## config.mk

```make
export PLATFORM = sky130hd
export DESIGN_NAME = lru_tile_tag_store_core_flat
export DESIGN_NICKNAME = d
export VERILOG_FILES = /design/src/rtl/lts_pkg.sv /design/src/rtl/lts_if.sv /design/src/rtl/lts_front.sv /design/src/rtl/lts_back.sv /design/src/rtl/lru_tile_tag_store_core.sv /design/src/flat_wrapper.sv
export VERILOG_INCLUDE_DIRS = /design/src /design/src/rtl
export SDC_FILE = /design/constraint.sdc
export NUM_CORES = 1
export LEC_CHECK = 0
export ABC_AREA = 1
export BUFFER_PORTS_ARGS = -buffer_cell sky130_fd_sc_hd__clkbuf_2
export CAP_MARGIN = 10
export CORE_MARGIN = 2
export CORE_UTILIZATION = 35
export CTS_CLUSTER_SIZE = 28
export DETAILED_ROUTE_END_ITERATION = 8
export GPL_TIMING_DRIVEN = 1
export PLACE_DENSITY_LB_ADDON = 0.12
export SLEW_MARGIN = 20
export SYNTH_ARGS = -nofsm -noshare
export SYNTH_HDL_FRONTEND = slang
export SYNTH_HIERARCHICAL = 1
export SYNTH_SLANG_ARGS = --single-unit
export TNS_END_PERCENT = 10
```

## constraint.sdc

```tcl
create_clock -name clk -period 4.25 [get_ports clk]
set_input_delay 0.6375 -clock clk [delete_from_list [all_inputs] [get_ports clk]]
set_output_delay 0.6375 -clock clk [all_outputs]
set_load 0.02 [all_outputs]
```

## src/rtl/lru_tile_tag_store_core_assert.svh

```systemverilog
// Assertion macros for the tile tag store
`ifndef LRU_TILE_TAG_STORE_CORE_ASSERT_SVH
`define LRU_TILE_TAG_STORE_CORE_ASSERT_SVH
`define LTS_ASSERT(label, cond, msg) \
  label: assert property (@(posedge clk) disable iff (rst) (cond)) else $error(msg);
`define LTS_ASSERT_IMPL(label, pre, post, msg) \
  label: assert property (@(posedge clk) disable iff (rst) (pre) |=> (post)) else $error(msg);
`endif

```

## src/rtl/lts_pkg.sv

```systemverilog
// ----------------------------------------------------------------------------
// lts_pkg
// Shared types and codes of the tile tag store.
// ----------------------------------------------------------------------------
package lts_pkg;
  localparam int KEY_W = 17;
  localparam logic [KEY_W-1:0] EMPTY_TAG = '1;
  localparam logic [1:0] OUT_LOADED = 2'd0;
  localparam logic [1:0] OUT_ABSENT = 2'd1;
  localparam logic [1:0] OUT_IO_ERROR = 2'd2;
  localparam logic [2:0] ST_HIT_DATA = 3'd0;
  localparam logic [2:0] ST_HIT_MISSING = 3'd1;
  localparam logic [2:0] ST_MISS_LOADED = 3'd2;
  localparam logic [2:0] ST_MISS_MISSING = 3'd3;
  localparam logic [2:0] ST_IO_ERROR = 3'd4;

  typedef struct packed {
    logic [KEY_W-1:0] key;
    logic [1:0] outcome;
  } req_t;
endpackage

```

## src/rtl/lts_if.sv

```systemverilog
// ----------------------------------------------------------------------------
// lts_req_if / lts_rsp_if
// Valid/ready channels for requests and results.
// ----------------------------------------------------------------------------
interface lts_req_if;
  logic valid;
  logic ready;
  logic signed [7:0] latitude_floor;
  logic signed [8:0] longitude_floor;
  logic [1:0] load_outcome;
  modport source (output valid, latitude_floor, longitude_floor, load_outcome, input ready);
  modport sink (input valid, latitude_floor, longitude_floor, load_outcome, output ready);
endinterface

interface lts_rsp_if;
  logic valid;
  logic ready;
  logic [2:0] status;
  logic [3:0] slot_index;
  modport source (output valid, status, slot_index, input ready);
  modport sink (input valid, status, slot_index, output ready);
endinterface

```

## src/rtl/lts_front.sv

```systemverilog
// ----------------------------------------------------------------------------
// lts_front
// Accept requests, pack the key, and queue them for the back end.
// ----------------------------------------------------------------------------
module lts_front #(
  parameter int DEPTH = 2
) (
  input  logic clk,
  input  logic rst,
  lts_req_if.sink req,
  output logic q_valid,
  input  logic q_pop,
  output lts_pkg::req_t q_head
);
  localparam int AW = (DEPTH > 1) ? $clog2(DEPTH) : 1;
  lts_pkg::req_t buf_mem [DEPTH];
  logic [AW-1:0] wptr, rptr;
  logic [AW:0] count;
  lts_pkg::req_t packed_req;
  logic push;

  always_comb begin
    packed_req.key = {8'(req.latitude_floor + 8'sd90), 9'(req.longitude_floor + 9'sd180)};
    packed_req.outcome = req.load_outcome;
  end

  assign req.ready = (count != (AW+1)'(DEPTH));
  assign push = req.valid && req.ready;
  assign q_valid = (count != '0);
  assign q_head = buf_mem[rptr];

  always_ff @(posedge clk) begin
    if (push) buf_mem[wptr] <= packed_req;
  end

  always_ff @(posedge clk) begin
    if (rst) begin
      wptr <= '0;
      rptr <= '0;
      count <= '0;
    end else begin
      if (push) wptr <= (wptr == AW'(DEPTH-1)) ? '0 : wptr + 1'b1;
      if (q_pop) rptr <= (rptr == AW'(DEPTH-1)) ? '0 : rptr + 1'b1;
      count <= count + (AW+1)'(push) - (AW+1)'(q_pop);
    end
  end

`include "lru_tile_tag_store_core_assert.svh"
  `LTS_ASSERT(a_no_underflow, !(q_pop && count == '0), "pop from empty queue")
  `LTS_ASSERT(a_count_bound, count <= (AW+1)'(DEPTH), "queue over depth")
  `LTS_ASSERT_IMPL(a_push_counts, push && !q_pop, count == $past(count) + 1'b1, "push lost")
endmodule

```

## src/rtl/lts_back.sv

```systemverilog
// ----------------------------------------------------------------------------
// lts_back
// Tag compare, replacement and recency update; holds the result register.
// ----------------------------------------------------------------------------
module lts_back #(
  parameter int SLOT_COUNT = 16
) (
  input  logic clk,
  input  logic rst,
  input  logic q_valid,
  output logic q_pop,
  input  lts_pkg::req_t q_head,
  lts_rsp_if.source rsp
);
  localparam int IW = $clog2(SLOT_COUNT);
  localparam int LW = $clog2(SLOT_COUNT + 1);
  localparam logic [LW-1:0] NUL = LW'(SLOT_COUNT);
  localparam logic [1:0] S_IDLE = 2'd0, S_CMP = 2'd1, S_UPD = 2'd2, S_OUT = 2'd3;

  logic [lts_pkg::KEY_W-1:0] tag [SLOT_COUNT];
  logic [SLOT_COUNT-1:0] miss_mark;
  logic [LW-1:0] older [SLOT_COUNT];
  logic [LW-1:0] newer [SLOT_COUNT];
  logic [IW-1:0] most_recent, least_recent;
  logic [1:0] state;
  lts_pkg::req_t cur;
  logic hit_r;
  logic [IW-1:0] idx_r;
  logic [SLOT_COUNT-1:0] match;
  logic [IW-1:0] hit_idx;
  logic hit_any;
  logic [2:0] status_r;
  logic do_promote;

  always_comb begin
    for (int i = 0; i < SLOT_COUNT; i++)
      match[i] = (tag[i] != lts_pkg::EMPTY_TAG) && (tag[i] == cur.key);
    hit_any = |match;
    hit_idx = '0;
    for (int i = SLOT_COUNT - 1; i >= 0; i--)
      if (match[i]) hit_idx = IW'(i);
  end

  assign q_pop = (state == S_IDLE) && q_valid;
  assign rsp.valid = (state == S_OUT);
  assign rsp.status = status_r;
  assign rsp.slot_index = 4'(idx_r);

  always_comb begin
    if (hit_r) do_promote = !miss_mark[idx_r];
    else do_promote = (cur.outcome == lts_pkg::OUT_LOADED)
                   || (cur.outcome == lts_pkg::OUT_ABSENT);
  end

  always_ff @(posedge clk) begin
    if (rst) begin
      state <= S_IDLE;
      most_recent <= '0;
      least_recent <= IW'(SLOT_COUNT - 1);
      miss_mark <= '0;
      for (int i = 0; i < SLOT_COUNT; i++) begin
        tag[i] <= lts_pkg::EMPTY_TAG;
        older[i] <= (i == SLOT_COUNT - 1) ? NUL : LW'(i + 1);
        newer[i] <= (i == 0) ? NUL : LW'(i - 1);
      end
    end else begin
      unique case (state)
        S_IDLE: if (q_valid) begin
          cur <= q_head;
          state <= S_CMP;
        end
        S_CMP: begin
          hit_r <= hit_any;
          idx_r <= hit_any ? hit_idx : least_recent;
          state <= S_UPD;
        end
        S_UPD: begin
          if (hit_r) begin
            status_r <= miss_mark[idx_r] ? lts_pkg::ST_HIT_MISSING : lts_pkg::ST_HIT_DATA;
          end else begin
            // evict the tail slot and maybe refill it
            tag[idx_r] <= do_promote ? cur.key : lts_pkg::EMPTY_TAG;
            miss_mark[idx_r] <= do_promote && cur.outcome[0];
            status_r <= !do_promote ? lts_pkg::ST_IO_ERROR
                      : (cur.outcome[0] ? lts_pkg::ST_MISS_MISSING : lts_pkg::ST_MISS_LOADED);
          end
          if (do_promote && idx_r != most_recent) begin
            if (newer[idx_r] != NUL) older[IW'(newer[idx_r])] <= older[idx_r];
            if (older[idx_r] != NUL) newer[IW'(older[idx_r])] <= newer[idx_r];
            if (idx_r == least_recent && newer[idx_r] != NUL)
              least_recent <= IW'(newer[idx_r]);
            newer[idx_r] <= NUL;
            older[idx_r] <= LW'(most_recent);
            newer[most_recent] <= LW'(idx_r);
            most_recent <= idx_r;
          end
          state <= S_OUT;
        end
        S_OUT: if (rsp.ready) state <= S_IDLE;
        default: state <= S_IDLE;
      endcase
    end
  end

`include "lru_tile_tag_store_core_assert.svh"
  `LTS_ASSERT(a_pop_idle, !q_pop || state == S_IDLE, "pop while busy")
  `LTS_ASSERT_IMPL(a_cmp_next, state == S_CMP, state == S_UPD, "compare not followed by update")
  `LTS_ASSERT(a_match_onehot, $onehot0(match), "duplicate tags")
endmodule

```

## src/rtl/lru_tile_tag_store_core.sv

```systemverilog
// ----------------------------------------------------------------------------
// lru_tile_tag_store_core
// Fully associative tile tag store with LRU replacement.
// ----------------------------------------------------------------------------
// channel | dir | handshake   | payload
// req     | in  | valid/ready | latitude_floor, longitude_floor, load_outcome
// rsp     | out | valid/ready | status, slot_index
// Each request passes the back end as pop, tag compare, list update and
// result; the next request is popped only after the result is taken.
// The front queue keeps taking requests while a result waits.
// Synchronous reset restores the empty store and the index-ordered list.
// A stalled result holds the back end; the queue fills, then req.ready drops.
module lru_tile_tag_store_core #(
  parameter int SLOT_COUNT = 16
) (
  input logic clk,
  input logic rst,
  lts_req_if.sink req,
  lts_rsp_if.source rsp
);
  logic q_valid, q_pop;
  lts_pkg::req_t q_head;

  lts_front #(.DEPTH(2)) u_front (
    .clk(clk), .rst(rst), .req(req), .q_valid(q_valid), .q_pop(q_pop), .q_head(q_head)
  );
  lts_back #(.SLOT_COUNT(SLOT_COUNT)) u_back (
    .clk(clk), .rst(rst), .q_valid(q_valid), .q_pop(q_pop), .q_head(q_head), .rsp(rsp)
  );
endmodule
```

## src/flat_wrapper.sv

```systemverilog
// flat-port wrapper written by rule: the top's interface ports become plain ports
module lru_tile_tag_store_core_flat 
#(
  parameter int SLOT_COUNT = 16
)
  (clk, rst, req_valid, req_latitude_floor, req_longitude_floor, req_load_outcome, req_ready, rsp_valid, rsp_status, rsp_slot_index, rsp_ready);
  lts_req_if req_i ();
  lts_rsp_if rsp_i ();
  input logic clk;
  input logic rst;
  input wire logic [$bits(req_i.valid)-1:0] req_valid;
  input wire logic [$bits(req_i.latitude_floor)-1:0] req_latitude_floor;
  input wire logic [$bits(req_i.longitude_floor)-1:0] req_longitude_floor;
  input wire logic [$bits(req_i.load_outcome)-1:0] req_load_outcome;
  output wire logic [$bits(req_i.ready)-1:0] req_ready;
  output wire logic [$bits(rsp_i.valid)-1:0] rsp_valid;
  output wire logic [$bits(rsp_i.status)-1:0] rsp_status;
  output wire logic [$bits(rsp_i.slot_index)-1:0] rsp_slot_index;
  input wire logic [$bits(rsp_i.ready)-1:0] rsp_ready;
  assign req_i.valid = req_valid;
  assign req_i.latitude_floor = req_latitude_floor;
  assign req_i.longitude_floor = req_longitude_floor;
  assign req_i.load_outcome = req_load_outcome;
  assign req_ready = req_i.ready;
  assign rsp_valid = rsp_i.valid;
  assign rsp_status = rsp_i.status;
  assign rsp_slot_index = rsp_i.slot_index;
  assign rsp_i.ready = rsp_ready;
  lru_tile_tag_store_core #(.SLOT_COUNT(SLOT_COUNT)) u_core (.clk(clk), .rst(rst), .req(req_i), .rsp(rsp_i));
endmodule
```

# Word level (Yosys, flattened, before mapping)
# Memory sizes are Yosys's and may differ from the RTL's. A register that Yosys moved wholly into a read port is not among the register bits.
# Index checks and enable logic that the tools add are counted.
[word_totals]
n_memories = 4
regBits = 38
mem_bits_rw = 470
[op_classes]
n_reduce_logical = 41
n_eq_ne = 43
n_bitwise = 2
order_cmp = 2
add_sub_neg = 6
mux = 75
[memory_table]
columns = ["name", "words", "width", "rd", "rd_ports_with_merged_regs", "wr", "line_no", "text"]
rows = [
  ["u_core.u_back.tag", 16, 17, 16, 0, 16, "lts_back.sv:20", "logic [lts_pkg::KEY_W-1:0] tag [SLOT_COUNT];"],
  ["u_core.u_back.newer", 16, 5, 1, 1, 16, "lts_back.sv:23", "logic [LW-1:0] newer [SLOT_COUNT];"],
  ["u_core.u_back.older", 16, 5, 1, 1, 16, "lts_back.sv:22", "logic [LW-1:0] older [SLOT_COUNT];"],
  ["u_core.u_front.buf_mem", 2, 19, 1, 1, 1, "lts_front.sv:16", "lts_pkg::req_t buf_mem [DEPTH];"],
]
[op_table]
columns = ["cell", "count"]
rows = [
  ["$eq A17 B17 Y1", 16],
  ["$ne A17 B17 Y1 const B", 16],
  ["$mux W4", 25],
  ["$mux W1", 35],
  ["$mux W17", 2],
  ["$mux W5", 5],
  ["$reduce_or A5 Y1", 5],
  ["$logic_and A1 B1 Y1", 22],
  ["$reduce_or A17 Y1", 1],
  ["$bwmux W16", 1],
  ["$reduce_or A16 Y1", 1],
  ["$ne A5 B5 Y1 const B", 2],
  ["$reduce_and A2 Y1", 5],
  ["$add A9 B9 Y9 const B", 1],
  ["$add A8 B8 Y8 const B", 1],
  ["$pmux W2 S4", 1],
  ["$mux W3", 2],
  ["$reduce_and A3 Y1", 2],
  ["$lt A4 B5 Y1 const B", 1],
  ["$bmux W1 S4", 1],
  ["$demux W1 S4", 1],
  ["$eq A2 B1 Y1 const B", 2],
  ["$eq A2 B2 Y1 const B", 2],
  ["$eq A4 B4 Y1", 1],
  ["13 further kinds", 18],
]

# Longest topological paths before layout
# Gate-level depths: netlist of run 1.
# An unclocked memory read counts as a cell.
[depth]
depth_word = 21
mapped_depth = 27
mapped_depth_nobuf = 26

# Modules after synthesis
# Netlist of run 1, hierarchy kept.
[by_module_without_submodules]
columns = ["mod", "seq_area_each_um2", "n_inst", "cells_per_inst", "area_per_inst_um2"]
rows = [
  ["lts_back", 14063.5, 1, 2845, 25513.2],
  ["lts_front", 1241.2, 1, 133, 1860.5],
]

# Worst setup path before layout of run 1
# Ideal clock, no wire load.
[synth_path]
path_kind = "register -> register"
start = "reg u_core.u_back.idx_r[0] (netlist: u_core/u_back/rsp.slot_index[0])"
end = "mem u_core/u_back/newer[3][0] (netlist bit) (enable)"
setup_time_ps = 312
t_required_ps = 3938
stages_incl_launch_ff = 17
path_slack_ps = 1304
arrival_time_ps = 2634
cell_sequence = "edfxtp_1 buf_4 nand2_2 inv_2 a22oi_1 a21oi_1 or2_1 o31ai_4 nand2_4 clkinv_2 nand3_4 nor2_4 buf_6 buf_6 nand3_1 buf_2 nand3_1"
[synth_lines]
columns = ["element", "line_no", "text"]
rows = [
  ["from (decl)", "lts_back.sv:28", "logic [IW-1:0] idx_r;"],
  ["from (signal assigned)", "lts_back.sv:74", "idx_r <= hit_any ? hit_idx : least_recent;"],
  ["to (decl)", "lts_back.sv:23", ""],
]

==> results of run 1 <==
## sequential cells by signal, summed over array words and instances (netlist names), 3 cells and up, named ones only
name / cells
u_core/u_back/tag: 272
u_core/u_back/least_recent: 4
u_core/u_front/buf_mem: 38
u_core/u_back/most_recent: 4
u_core/u_back/newer: 80
u_core/u_back/older: 80
u_core/u_back/rsp.slot_index: 4
u_core/u_back/miss_mark: 16
u_core/u_back/rsp.status: 3
u_core/u_back/cur: 19
## through the flow
stage,worst slack (ns),power (uW)
floorplan,1.30,8390
global placement,0.613,10100
detailed placement,0.537,10100
CTS,0.530,15300
global route,0.199,15800
finish,0.466,15200
## worst paths after layout
kind,startpoint,endpoint,slack (ns),cells past startpoint
max,register,u_core/u_back/newer[11][0]$_DFFE_PP_,0.47,14
min,req_longitude_floor[1],u_core/u_front/buf_mem[1][3]$_DFFE_PP_,0.21,1
max reg2reg,register,u_core/u_back/newer[11][0]$_DFFE_PP_,0.47,14
min reg2reg,u_core/u_back/older[0][4]$_SDFFE_PP0P_,u_core/u_back/older[0][4]$_SDFFE_PP0P_,0.47,2
## kinds of logic (layout without fill, tap and decap cells)
family,after synthesis,in the layout,share of synthesized area
AOI/OAI and AO/OA,414,414,0.0858
xor gates and xnor gates,200,200,0.0640
adders and majority gates,7,7,0.00320
buffers and inverters,387,478,0.0570
DFF,532,532,0.559
muxes,19,19,0.00919
and+or+nand+nor,1419,1419,0.222
## layout by cell type (no fill, tap or decap), types with 23 or more instances in the layout
cell,count
a21oi_1,42
buf_4,85
clkbuf_1,25
clkbuf_16,63
clkbuf_2,31
dfxtp_1,65
edfxtp_1,465
inv_1,221
nand2_1,744
nand3_1,131
nand4_1,101
nor2_1,322
nor2_2,28
o21ai_0,239
o221ai_1,27
o22ai_1,45
or2_2,23
xnor2_1,156
xor2_1,44
## report_power, final
group          leakage [uW]  internal (uW)  switching [uW]
sequential          0.00410           5950             230
clock              0.000962           3020            2150
combinational       0.00605           1040            2830
total                0.0111          10000            5210
## synthesized netlist by cell type, types with 9 or more instances
master / n
mux2_4: 10
xor2_1: 44
edfxtp_1: 465
nand4_1: 101
nand2_1: 744
o221ai_1: 27
o22ai_1: 45
or2_2: 23
o21ai_0: 239
xnor2_1: 156
nor4_1: 20
buf_1: 12
inv_1: 222
mux2_2: 9
o21ai_1: 20
nor2_1: 339
clkbuf_1: 103
nor2_2: 11
o211ai_1: 15
a21oi_1: 42
dfxtp_1: 67
buf_2: 25
nand3_1: 131
nor3_1: 22
## final cells by class
class	instances	area, um2
inverter	237	893
sequential	532	15300
clock buffer	99	1820
multi-input combinational	2059	10600
tap	1040	1300
clock inverter	16	130
fill	7690	46500
timing repair buffer	126	993
## critical path, cell delays in order, from the launching register on
cell      delay (ns)
dfxtp_2         0.33
inv_2           0.30
buf_12          0.32
o21ai_0         0.27
o221ai_1        0.17
o211ai_1        0.22
nand2_1         0.12
nor2_1          0.45
inv_1           0.18
nor2_1          0.18
nand2_1         0.10
nand2_2         0.16
inv_2           0.19
nand2_1         0.24
nand3_1         0.21
## routing by layer
layer / part of all wire / vias to the layer above / GRT usage
li1: - / 10207 / -
met1: 0.42 / 10513 / 0.298
met2: 0.50 / 748 / 0.410
met3: 0.055 / 162 / 0.0265
met4: 0.030 / 0 / 0.0726
met5: 0 / - / 0
==> run summary, run 1 <==
Outcome = finished clean
Final Max Tran Viols = 0
Cell Rows = 102
Skew-Pair Late Insertion Delay = 0.64 ns
Max rail drop VDD = 371 uV
# Post-CTS Setup Buffers = 0
Tightest Pin Transition = 1.09 ns
Largest net degree at the start of global routing = 83
Yosys top cell area share = 0.510
Clock Tree Buf Depth = 3
Synth Area per Inst = 9.19 um2
Post-DRT Antenna Nets = 0
CTS root buffer = clkbuf_16
Hold Buf Count CTS = 0
#FFs+latches synth = 532
Detail Placement HPWL = 66300 um
Post-DR vias/cell = 5.26
Antenna violations before repair = 0
All-Layer GR Usage = 0.233
Setup Skew = 0.0308 ns
Starting Density = 0.353
Leak pwr = 0.0111 uW
Yosys top cell by area = edfxtp_1
Fin crit period = 3.78 ns
RSZ-0062 raised after global routing = no
Placed instance count = 3994
Post-route design area = 0.0310 mm2
Worst Hold Class = input pin to register
Routed WL = 95300 um
Number of flops mapped to enable cells by yosys = 465
Via count = 21630
Critical Path RT = 4.57 ns
Die H = 284 um
Net Count, Synth = 3008
H-tree levels = 2
Setup TNS = 0 ns
Pwr dens = 491 mW/mm2
Crit. End Element = register
Max-cap violations = 0
Io pins = 32
Num CTS Buffers = 61
Async S/R FF share, synth = 0
Unique masters post-synth = 59
Data arrival, critical path = 4.10 ns
Final cell count without fillers = 4109
Clk sinks = 532
Vias in the first global route = 21164
Seq/Total Area, Yosys = 0.559
Drt drc = 0
Drt wl/cell = 23.2 um
Largest fanout on the critical path = 49
Top_reg_cell synth = edfxtp_1
Routability Congestion = 0.897
N_diodes = 0
Layout Nets = 3047
Worst hold slack = 0.214 ns
Share of cells above drive strength 1 = 0.102
CTS tree = built
Port bufs = 31
Critical Path Source Type = register
Final core occ = 0.400
Relative slew slack = 0.271
Synth top area cells = edfxtp_1 (51%), nand2_1 (10%), xnor2_1 (5.0%), dfxtp_1 (4.9%), nor2_1 (4.6%)
CTS-repair resized insts = 0
Cell Area, Synth = 0.0274 mm2
Post-Syn Instances = 2978
Achievable frequency = 264 MHz
Initial DRC count = 1955
Drt first pass iters = 6
DP Area = 0.0290 mm2
Crit Path Category = register to register
Total core area = 0.0775 mm2
GRT Residual Overflow = 0
Final worst-path cycle share = 0.890
Hold violation count in the final report = 0
Final setup viols = 0
Ys Warns = 6
First-pass GRT wire length = 140000 um
Area growth from synthesis to layout = 13.2%
CTS clk-pin slew, worst paths = 0.06 ns
Die area = 0.0805 mm2
Die Span X = 284 um
Power figures use the tool's default switching activity.
==> run 2: changes to the inputs <==
--- a/config.mk
+++ b/config.mk
@@ -9,6 +9,7 @@
 export ABC_AREA = 1
 export BUFFER_PORTS_ARGS = -buffer_cell sky130_fd_sc_hd__clkbuf_2
 export CAP_MARGIN = 10
+export CORE_ASPECT_RATIO = 1.1
 export CORE_MARGIN = 2
 export CORE_UTILIZATION = 35
 export CTS_CLUSTER_SIZE = 28
==> run 2 against run 1 <==
Clock power rose by 0.8%. Fmax grew 2.8%. Sequential share of layout area shrank 0.087 points. Critical endpoint is now u_core/u_back/newer[13][4]$_SDFFE_PP0P_. Worst hold slack got worse by 0.0043 ns. Highest routed layer unchanged. Count of clock-buffer cells in the layout is 9 lower. Combinational power is 2% higher. Worst setup slack improved by 0.10 ns. Clock skew down 0.0017 ns. Total power rose by 0.60%. Cell count about the same.
==> run summary, run 2 (synthesis results as in run 1) <==
Outcome = finished clean
Routability Congestion = 0.915 (+2.0%)
Die area = 0.0805 mm2 (about the same)
Post-DR vias/cell = 5.31 (+0.90%)
CTS tree = built
Fin crit period = 3.68 ns (-0.103 ns)
Clock Tree Buf Depth = 3 (unchanged)
Drt wl/cell = 23.0 um (-0.66%)
Post-route design area = 0.0311 mm2 (+0.18%)
CTS-repair resized insts = 0 (unchanged)
Skew-Pair Late Insertion Delay = 0.64 ns (about the same)
Die H = 297 um (+4.8%)
Setup TNS = 0 ns (unchanged)
Routed wl met2 = 46300 um (-2.4%)
Capture point of the worst reg-to-reg path = u_core/u_back/newer[13][4]$_SDFFE_PP0P_
Drt first pass iters = 6 (unchanged)
CP max-delay cell = o21ai_0
Critical Path Source Type = register
GRT Residual Overflow = 0 (unchanged)
Share of cells above drive strength 1 = 0.105 (+0.00312)
# Post-CTS Setup Buffers = 0 (unchanged)
Regs by FF count = u_core/u_back/tag (272), u_core/u_back/newer (80), u_core/u_back/older (80)
Largest Register = u_core/u_back/tag
All-Layer GR Usage = 0.231 (-0.00163)
Slowest Stage Delay on Critical Path = 0.45 ns (about the same)
Max reg flops = 272 (unchanged)
Io pins = 32 (unchanged)
Leak pwr = 0.0111 uW (+0.32%)
Die Span X = 271 um (-4.6%)
CP most frequent cell = nand2_1
Routed WL = 94700 um (-0.68%)
Final worst-path cycle share = 0.866 (-0.0242)
Setup Skew = 0.0290 ns (-0.00175 ns)
Post-DRT Antenna Nets = 0 (unchanged)
Drt drc = 0 (unchanged)
Most common cell after layout, fill and taps aside = nand2_1
Worst setup path endpoint = u_core/u_back/newer[13][4]$_SDFFE_PP0P_
Starting Density = 0.353 (about the same)
Worst reg2reg startpoint = u_core/u_back/rsp.slot_index[0]$_DFFE_PP_
Area growth from synthesis to layout = 13.4%
Hold violation count in the final report = 0 (unchanged)
Tightest Pin Transition = 1.11 ns (+0.0215 ns)
Most frequent cells in the layout = nand2_1 (744), edfxtp_1 (465), nor2_1 (322), o21ai_0 (239), inv_1 (221)
Max Used Layer = met4
First-pass GRT wire length = 138000 um (-0.97%)
Final Max Tran Viols = 0 (unchanged)
CTS root buffer = clkbuf_16
Data arrival, critical path = 4.25 ns (+0.15 ns)
Met1 WL = 39100 um (-1.6%)
RSZ-0062 raised after global routing = no
Max rail drop VDD = 320 uV (-14%)
Largest fanout on the critical path = 16 (-67%)
Max-cap violations = 0 (unchanged)
Vias in the first global route = 21338 (+0.82%)
Largest net degree at the start of global routing = 83 (unchanged)
Cell Chain, Critical Path = inv_4 > nor2_1 > a22oi_1 > a21oi_1 > or2_1 > o31ai_4 > nand2_4 > clkinv_2 > nand3_4 > nor2_4 > nand2_2 > nor2_2 > nand2_1 > o21ai_0 > nand2_1 > nand2_1
DP Area = 0.0291 mm2 (about the same)
Pwr dens = 493 mW/mm2 (+0.42%)
Cell Rows = 107 (+4.9%)
Via count = 21820 (+0.88%)
Initial DRC count = 1772 (-9.4%)
R2R depth = 16 (+2)
Worst Hold Class = input pin to register
Num CTS Buffers = 61 (unchanged)
Crit. End Element = register
CTS clk-pin slew, worst paths = 0.06 ns (about the same)
CP Launch Point = u_core/u_back/rsp.slot_index[0]$_DFFE_PP_
Hold Buf Count CTS = 0 (unchanged)
Crit Path Category = register to register
FF-to-FF setup slack = 0.57 ns (+0.10 ns)
Clk sinks = 532 (unchanged)
Critical Path RT = 4.82 ns (+0.25 ns)
Port bufs = 31 (unchanged)
Antenna violations before repair = 0 (unchanged)
N_diodes = 0 (unchanged)
Wire length on met3 = 5280 um (+0.59%)
Relative slew slack = 0.257 (-0.0143)
Final setup viols = 0 (unchanged)
Total core area = 0.0775 mm2 (about the same)
Achievable frequency = 272 MHz (+2.8%)
H-tree levels = 2 (unchanged)
Layout Nets = 3051 (+0.13%)
Detail Placement HPWL = 64600 um (-2.6%)
## run 2: cell types whose count changed in the layout (fill, tap and decap cells not counted), sizes merged
cell / before / now
clkbuf: 130 / 121
clkinv: 22 / 28
buf: 95 / 99
bufinv: 2 / 3
clkinvlp: 0 / 1
inv: 229 / 230
## run 2: where the power goes
| group | internal, uW | switching (uW) | leakage [uW] |
|---|---|---|---|
| Clock | 3040 | 2180 | 0.000981 |
| Sequential | 5950 | 208 | 0.00410 |
| Combinational | 1050 | 2880 | 0.00606 |
| Total | 10000 | 5270 | 0.0111 |
## run 2: worst min path at each step
stage	slack, ns	cells past startpoint	end	startpoint
after floorplan	0.43	2	u_core/u_back/older[0][4]$_SDFFE_PP0P_	u_core/u_back/older[0][4]$_SDFFE_PP0P_
after global placement	0.45	2	u_core/u_back/older[1][4]$_SDFFE_PP0P_	u_core/u_back/older[1][4]$_SDFFE_PP0P_
after detailed placement	0.46	2	u_core/u_back/older[0][4]$_SDFFE_PP0P_	u_core/u_back/older[0][4]$_SDFFE_PP0P_
after CTS	0.17	1	u_core/u_front/buf_mem[0][2]$_DFFE_PP_	req_longitude_floor[0]
after global routing	0.18	1	u_core/u_front/buf_mem[1][11]$_DFFE_PP_	req_latitude_floor[0]
final	0.21	1	u_core/u_front/buf_mem[0][2]$_DFFE_PP_	req_longitude_floor[0]
## run 2: worst max-delay path, delay by kind of cell (launching register included)
family,cells,cell delay (ns)
and+or+nand+nor,10,1.92
AOI/OAI and AO/OA,4,0.93
DFF,1,0.42
buffers and inverters,2,0.36
## run 2: metal layers
metal  global-route usage  up-vias
met5                    0        -
met4               0.0901        0
met3               0.0301      198
met2                0.400      736
met1                0.293    10662
li1                     -    10224
## run 2: final cells by class
| class | count | area, um2 |
|---|---|---|
| Clock inverter | 25 | 230 |
| Multi-Input combinational cell | 2059 | 10600 |
| Timing Repair Buffer | 130 | 1020 |
| Tap cell | 1035 | 1290 |
| Clock buffer | 90 | 1760 |
| Inverter | 237 | 893 |
| Sequential cell | 532 | 15300 |
| Fill cell | 7590 | 46500 |
## run 2: per-stage QoR
stage	setup slack, ns	hold WS, ns	std cells	power [uW]	utilization
5_1_grt	0.337	0.185	4108	15900	0.401
2_1_floorplan	1.30	0.435	2978	8390	-
6_report	0.569	0.210	4108	15300	0.401
3_3_place_gp	0.591	0.454	3992	10200	0.375
4_1_cts	0.599	0.171	4108	15400	0.401
3_5_place_dp	0.625	0.456	3993	10200	0.375
